===== config.mk =====
export PLATFORM = sky130hd
export DESIGN_NAME = pbfs_ctrl
export DESIGN_NICKNAME = d
export VERILOG_FILES = /design/src/rtl/pbfs_pkg.sv /design/src/rtl/pbfs_ctrl.sv
export SDC_FILE = /design/constraint.sdc
export NUM_CORES = 1
export LEC_CHECK = 0
export BUFFER_PORTS_ARGS = -buffer_cell sky130_fd_sc_hd__buf_2
export CORE_AREA = 2 2 39 41
export CTS_BUF_LIST = sky130_fd_sc_hd__clkbuf_8
export DETAILED_ROUTE_END_ITERATION = 10
export DIE_AREA = 0 0 41 43
export PLACE_DENSITY = 0.4
export SLEW_MARGIN = 25
export SYNTH_ARGS = -nofsm -noshare
export SYNTH_HDL_FRONTEND = slang
export SYNTH_SLANG_ARGS = --single-unit

===== constraint.sdc =====
create_clock -name i_clk -period 1.3 [get_ports i_clk]
set_input_delay 0.26 -clock i_clk [delete_from_list [all_inputs] [get_ports i_clk]]
set_output_delay 0.26 -clock i_clk [all_outputs]
set_load 0.01 [all_outputs]

===== src/rtl/pbfs_pkg.sv =====
// Package: operation codes, controller states and controller/datapath interface types
`timescale 1ns / 1ps

package pbfs_pkg;

    localparam int WORD_BITS = 32;
    localparam int BIT_IDX_W = 13;
    localparam int WIDX_W    = 8;
    localparam int SH_W      = 6;
    localparam int FW_W      = 5;

    typedef enum logic [1:0] {
        OP_READ_FIELD  = 2'd0,
        OP_WRITE_FIELD = 2'd1,
        OP_READ_WORD   = 2'd2,
        OP_WRITE_WORD  = 2'd3
    } t_op;

    typedef enum logic [1:0] {
        S_CLEAR,
        S_IDLE,
        S_EXEC,
        S_WR1
    } t_state;

    typedef struct packed {
        logic clear;
        logic accept;
        logic exec;
        logic wr1;
    } t_dp_cmd;

    typedef struct packed {
        logic clear_last;
        logic two_wr;
    } t_dp_sts;

endpackage


===== src/rtl/pbfs_ctrl.sv =====
// Controller: clearing pass, beat acceptance, execute sequencing and output valid
`timescale 1ns / 1ps

module pbfs_ctrl
    import pbfs_pkg::*;
(
    input  logic    i_clk,
    input  logic    i_rst_n,
    input  logic    i_valid,
    output logic    o_stall,
    output logic    o_valid,
    input  logic    i_stall,
    input  t_dp_sts i_sts,
    output t_dp_cmd o_cmd
);

    t_state r_state, n_state;
    logic   r_out_valid, n_out_valid;

    always_ff @(posedge i_clk) begin
        if (!i_rst_n) begin
            r_state     <= S_CLEAR;
            r_out_valid <= 1'b0;
        end else begin
            r_state     <= n_state;
            r_out_valid <= n_out_valid;
        end
    end

    always_comb begin
        n_state = r_state;
        o_cmd   = '0;
        case (r_state)
            S_CLEAR: begin
                o_cmd.clear = 1'b1;
                if (i_sts.clear_last) begin
                    n_state = S_IDLE;
                end
            end
            S_IDLE: begin
                if (i_valid) begin
                    o_cmd.accept = 1'b1;
                    n_state      = S_EXEC;
                end
            end
            S_EXEC: begin
                if (!r_out_valid || !i_stall) begin
                    o_cmd.exec = 1'b1;
                    n_state    = i_sts.two_wr ? S_WR1 : S_IDLE;
                end
            end
            S_WR1: begin
                o_cmd.wr1 = 1'b1;
                n_state   = S_IDLE;
            end
            default: begin
                n_state = S_IDLE;
            end
        endcase
    end

    always_comb begin
        if (o_cmd.exec) begin
            n_out_valid = 1'b1;
        end else if (!i_stall) begin
            n_out_valid = 1'b0;
        end else begin
            n_out_valid = r_out_valid;
        end
    end

    assign o_stall = (r_state != S_IDLE);
    assign o_valid = r_out_valid;

endmodule


==> results.json, run 1 <==
{
  "status": "finished, violations left",
  "violations": "setup timing",
  "startpoint_type": "flop",
  "worstSetupPathType": "reg -> out",
  "power.share.clock_pct": 39.7,
  "cp.arrival_ns": 1.04,
  "layout_setup_ws_ns": -0.00249,
  "rows": 14,
  "yosys_warnings": 0,
  "path_clk_slew_ns": 0.03,
  "yosys.area.top_type": "dfxtp_1",
  "p_seq_share_pct": 20.9,
  "cts_sinks": 3,
  "fill_cells": 159,
  "numCtsBuffers": 3,
  "maxSlewViolCount": 0,
  "ir_drop_mv": 0.790,
  "avgSynthCellArea_sq_um": 9.56,
  "diodes": 0,
  "hold_path_class": "in -> reg",
  "p_sw_share_pct": 31.5,
  "antenna_found_initial": 0,
  "power_frac_comb_pct": 39.4,
  "yosys-top-cells-area": "dfxtp_1 (25%), ha_1 (21%), o221ai_4 (11%), mux2i_1 (8.4%), inv_1 (4.7%)",
  "max_slew_margin_pct": 86.0,
  "synth_top_area_share_pct": 25.1,
  "tightest_slew_ns": 0.209,
  "rsz0062_at_grt": "true",
  "final_cells": 57,
  "crit_family": "flip-flops",
  "fin_crit_ns": 1.30,
  "cap_viol_max_count": 0,
  "crit_chain": "inv_4 > ha_4 > a21boi_2 > buf_2",
  "io_buffers": 11,
  "setup_viol": 1,
  "yosysMostFrequentCell": "ha_1",
  "routabilityCongestion": 0.578,
  "clockBufferDepth": 2,
  "drtIter0Drc": 0,
  "worst_setup_path_end_kind": "output pin",
  "layout.nets": 52,
  "post-route-drc-count": 0,
  "fin_crit_sh_pct": 100,
  "num_vias": 223,
  "ys_seq_area_share_pct": 25.1,
  "worst_path_largest_cell_delay_ns": 0.36,
  "netlist_area_sq_um": 239,
  "yosys-top-cells-count": "ha_1 (4), dfxtp_1 (3), inv_1 (3), nand2_1 (3), mux2i_1 (2)",
  "start_util_pct": 17.3,
  "design_power_total_uw": 665,
  "cts.root.buffer_cell": "clkbuf_8",
  "firstDrtPassIters": 1,
  "synth_ff_type": "dfxtp_1",
  "p_int_uw": 455,
  "critPathMaxFanout": 3,
  "final_layout_size_suffix_gt1_share_pct": 70.7,
  "grt_start_max_net_pins": 6,
  "htree_levels": 1,
  "die_h_um": 43,
  "wl_per_cell_um": 9.37,
  "num_io_pins": 12,
  "syn_inst": 25,
  "cts_tree": "yes",
  "grt_usage_pct": 7.92,
  "synthArstFlopShare_pct": 0,
  "skew_ns": 0.00127,
  "crit_buf_inv": 2,
  "dp.cells": 51,
  "avgViaCountPerCell": 3.91,
  "crit_required_ns": 1.04,
  "grt_pass1_wl_um": 834,
  "slowest_stage": "dfxtp_4",
  "p_leak_nw": 0.198,
  "syn2layout_area_growth_pct": 78.0,
  "ant_nets": 0,
  "hold_viol_final": 0,
  "p_sw_uw": 210,
  "overflow": 0,
  "ys_types": 15,
  "p_per_area_nw_per_um2": 1560,
  "die-area_sq_um": 1760,
  "ys_ff_latch": 3,
  "grt_pass1_vias": 223,
  "max_freq_mhz": 768,
  "syn_nets": 35,
  "wirelength_um": 534,
  "insertion_delay_ns": 0.22,
  "synth_edf_count": 0,
  "die_x_um": 41,
  "core-area_sq_um": 1380
}
[routing by layer]
| layer | global-route usage (%) | up-vias | part of all wire (%) |
|---|---|---|---|
| met5 | 0 | - | 0 |
| met4 | 8.00 | 0 | 3.0 |
| met3 | 4.71 | 2 | 8.2 |
| met2 | 10.9 | 10 | 54 |
| met1 | 7.37 | 99 | 35 |
| li1 | - | 112 | - |
[cell type report]
class | instances | area, sq um | share of cell area (%)
multi-input cells | 17 | 190 | 44.7
repair buffers | 13 | 82.6 | 19.4
flip-flops and latches | 3 | 67.6 | 15.9
clock buffers | 3 | 41.3 | 9.71
inverters | 4 | 20.0 | 4.71
well taps | 16 | 20.0 | 4.71
clock inverters | 1 | 3.75 | 0.882
[worst paths after layout]
check | slack, ns | start | cells after the start | to
worst max-delay path | -0.002 | r_state[0] | 4 | o_cmd[1]
worst min-delay path | 0.33 | i_rst_n | 2 | o_valid
worst max register to register | 0.11 | r_state[1] | 5 | r_state[0]
worst min register to register | 0.53 | r_state[1] | 2 | r_state[1]
[cells by family (layout without fill, tap and decap cells)]
logic type,after synthesis,in the layout,synth area share (%)
and+or+nand+nor,7,7,16.2
buffers and inverters,5,21,9.42
adders and majority gates,4,4,20.9
AOI/OAI and AO/OA,4,4,19.9
DFF,3,3,25.1
muxes,2,2,8.38
[flip-flops by register name, summed over array words and instances (netlist names)]
register and flops:
o_valid 1, r_state 2
[placed cells by master (no fill, tap or decap), drive strengths merged]
cell type and count:
a21boi 1, a21o 1, a21oi 1, and2 1
buf 13, clkbuf 3, dfxtp 3, ha 4
inv 5, mux2i 2, nand2 3, nand3 2
nor2b 1, o221ai 1
[power by group through the flow]
stage          combinational, mW  sequential (mW)  clock [mW]
6_report                   0.262            0.139       0.264
5_1_grt                    0.297            0.141       0.278
4_1_cts                    0.236            0.140       0.270
3_5_place_dp               0.199            0.124           0
3_3_place_gp               0.199            0.125           0
2_1_floorplan              0.145            0.122           0
[per-stage QoR]
stage	hold slack (ns)	TNS (ns)	area (sq um)	setup WS, ns	util [%]
floorplan	0.388	0	239	0.127	-
global placement	0.507	0	307	0.0661	22.2
detailed placement	0.500	0	307	0.0786	22.2
CTS	0.333	-0.0178	408	-0.0103	29.5
global route	0.361	-0.0757	425	-0.0371	30.7
finish	0.327	-0.00249	425	-0.00249	30.7
[timing repair]
action / in CTS / in global routing
hold buffers: 0 / 0
setup endpoints to repair: 3 / 4
gates cloned: 0 / 0
setup buffers: 2 / 0
gates resized for setup: 13 / 4
pin swaps: 1 / 1
Power figures use the tool's default switching activity.
==> run 2, diff against run 1 <==
- SLEW_MARGIN: 25 -> 30
- clock period: 1.3 -> 1.6 ns (I/O delays scaled with it)
==> results.json, run 2 (synthesis gave the netlist of run 1 again) <==
{
  "status": "finished, final reports clean",
  "cts_hold_buf": 0,
  "reg2reg_depth": 5,
  "ff2ff_setup_slack_ns": 0.39,
  "crit_family": "flip-flops",
  "final_cell_mix": "buf_2 (11), inv_1 (4), ha_1 (4)",
  "wirelength_um": 493,
  "cts_sinks": 3,
  "tightest_slew_ns": 0.203,
  "worst_path_largest_cell_delay_ns": 0.37,
  "hpwlAfterDp_um": 411,
  "crit_required_ns": 1.28,
  "path_clk_slew_ns": 0.03,
  "final_cells": 55,
  "ir_drop_mv": 0.489,
  "cts_resized": 0,
  "hold_path_class": "in -> reg",
  "p_int_uw": 326,
  "fin_crit_sh_pct": 94.2,
  "largest_reg_flops": 2,
  "fill_cells": 160,
  "numCtsBuffers": 3,
  "firstDrtPassIters": 2,
  "critPathMaxFanout": 4,
  "p_sw_share_pct": 31.1,
  "startpoint_type": "flop",
  "io_buffers": 11,
  "antenna_found_initial": 0,
  "core-area_sq_um": 1380,
  "max_slew_margin_pct": 86.4,
  "grt_pass1_wl_um": 772,
  "regArea_sq_um": 60.1,
  "final_util_pct": 25.4,
  "diodes": 0,
  "htree_levels": 1,
  "die_x_um": 41,
  "worstHoldEndpoint": "o_valid",
  "slowest_stage": "dfxtp_1",
  "wl_per_cell_um": 8.96,
  "hold_ws_ns": 0.390,
  "final_layout_size_suffix_gt1_share_pct": 46.2,
  "multi_input_area_sq_um": 156,
  "p_seq_share_pct": 21.0,
  "avgViaCountPerCell": 3.85,
  "fin_crit_ns": 1.51,
  "cap_viol_max_count": 0,
  "p_per_area_nw_per_um2": 1350,
  "crit_chain": "inv_1 > ha_1 > a21boi_1 > buf_2",
  "setup_viol": 0,
  "max_freq_mhz": 664,
  "die_h_um": 43,
  "ant_nets": 0,
  "cts_tree": "yes",
  "grt_usage_pct": 7.42,
  "cts.root.buffer_cell": "clkbuf_8",
  "syn2layout_area_growth_pct": 47.1,
  "p_leak_nw": 0.180,
  "num_vias": 212,
  "hp-start": "i_rst_n",
  "power.share.clock_pct": 44.9,
  "insertion_delay_ns": 0.21,
  "num_io_pins": 12,
  "crit_buf_inv": 2,
  "post-route-drc-count": 0,
  "rows": 14,
  "hold_viol_final": 0,
  "die-area_sq_um": 1760,
  "start_util_pct": 17.3,
  "regMostFlops": "r_state",
  "clockBufferDepth": 2,
  "skew_ns": 0.00148,
  "rsz0062_at_grt": "false",
  "design_power_total_uw": 473,
  "r2r_end": "r_state[0]",
  "post_cts_buffers": 0,
  "final_common_cell": "buf_2",
  "maxSlewViolCount": 0,
  "p_sw_uw": 147,
  "overflow": 0,
  "dp.cells": 51,
  "layout.nets": 50,
  "grt_start_max_net_pins": 6,
  "fin_setup_tns_ns": 0,
  "routabilityCongestion": 0.577,
  "hold_depth": 2,
  "worst_setup_path_end_kind": "output pin",
  "power_frac_comb_pct": 34.1,
  "worstSetupPathType": "reg -> out",
  "drtIter0Drc": 4,
  "grt_pass1_vias": 207,
  "cp.arrival_ns": 1.19,
  "worstReg2RegStart": "r_state[0]"
}
==> run 2: worst max path at each step <==
| stage | to | from | cells after the start | slack, ns |
|---|---|---|---|---|
| final | o_cmd[1] | r_state[0] | 4 | 0.09 |
| after global routing | o_cmd[1] | r_state[0] | 4 | 0.009 |
| after detailed placement | o_cmd[1] | r_state[0] | 4 | 0.31 |
| after global placement | o_cmd[1] | r_state[0] | 4 | 0.33 |
| after floorplan | o_cmd[1] | r_state[0] | 4 | 0.37 |
| after CTS | o_cmd[1] | r_state[0] | 4 | 0.08 |
==> run 2: power groups by stage <==
| stage | combinational [mW] | sequential, mW | clock (mW) |
|---|---|---|---|
| 2_1_floorplan | 0.118 | 0.0990 | 0 |
| 3_3_place_gp | 0.165 | 0.100 | 0 |
| 4_1_cts | 0.164 | 0.0995 | 0.219 |
| 5_1_grt | 0.182 | 0.101 | 0.225 |
| 3_5_place_dp | 0.164 | 0.100 | 0 |
| 6_report | 0.161 | 0.0994 | 0.212 |
==> run 2: metal layers <==
metal  track usage (%)  wire, um  vias up
met5                 0         0        -
met4              10.0        27        0
met3              3.14        46        4
met2              10.3       224        9
met1              6.41       194       90
li1                  -         -      109
==> run 2: through the flow <==
step | worst slack [ns] | instance area [sq um]
floorplan | 0.367 | 239
global placement | 0.332 | 307
detailed placement | 0.307 | 307
CTS | 0.0776 | 352
global route | 0.00888 | 352
finish | 0.0932 | 352
==> run 2: layout make-up <==
type / count / share of cell area [%]
tap: 16 / 5.69
multi-input combinational: 17 / 44.5
clock buffer: 3 / 11.7
timing repair buffer: 11 / 15.7
inverter: 4 / 4.27
sequential: 3 / 17.1
clock inverter: 1 / 1.07
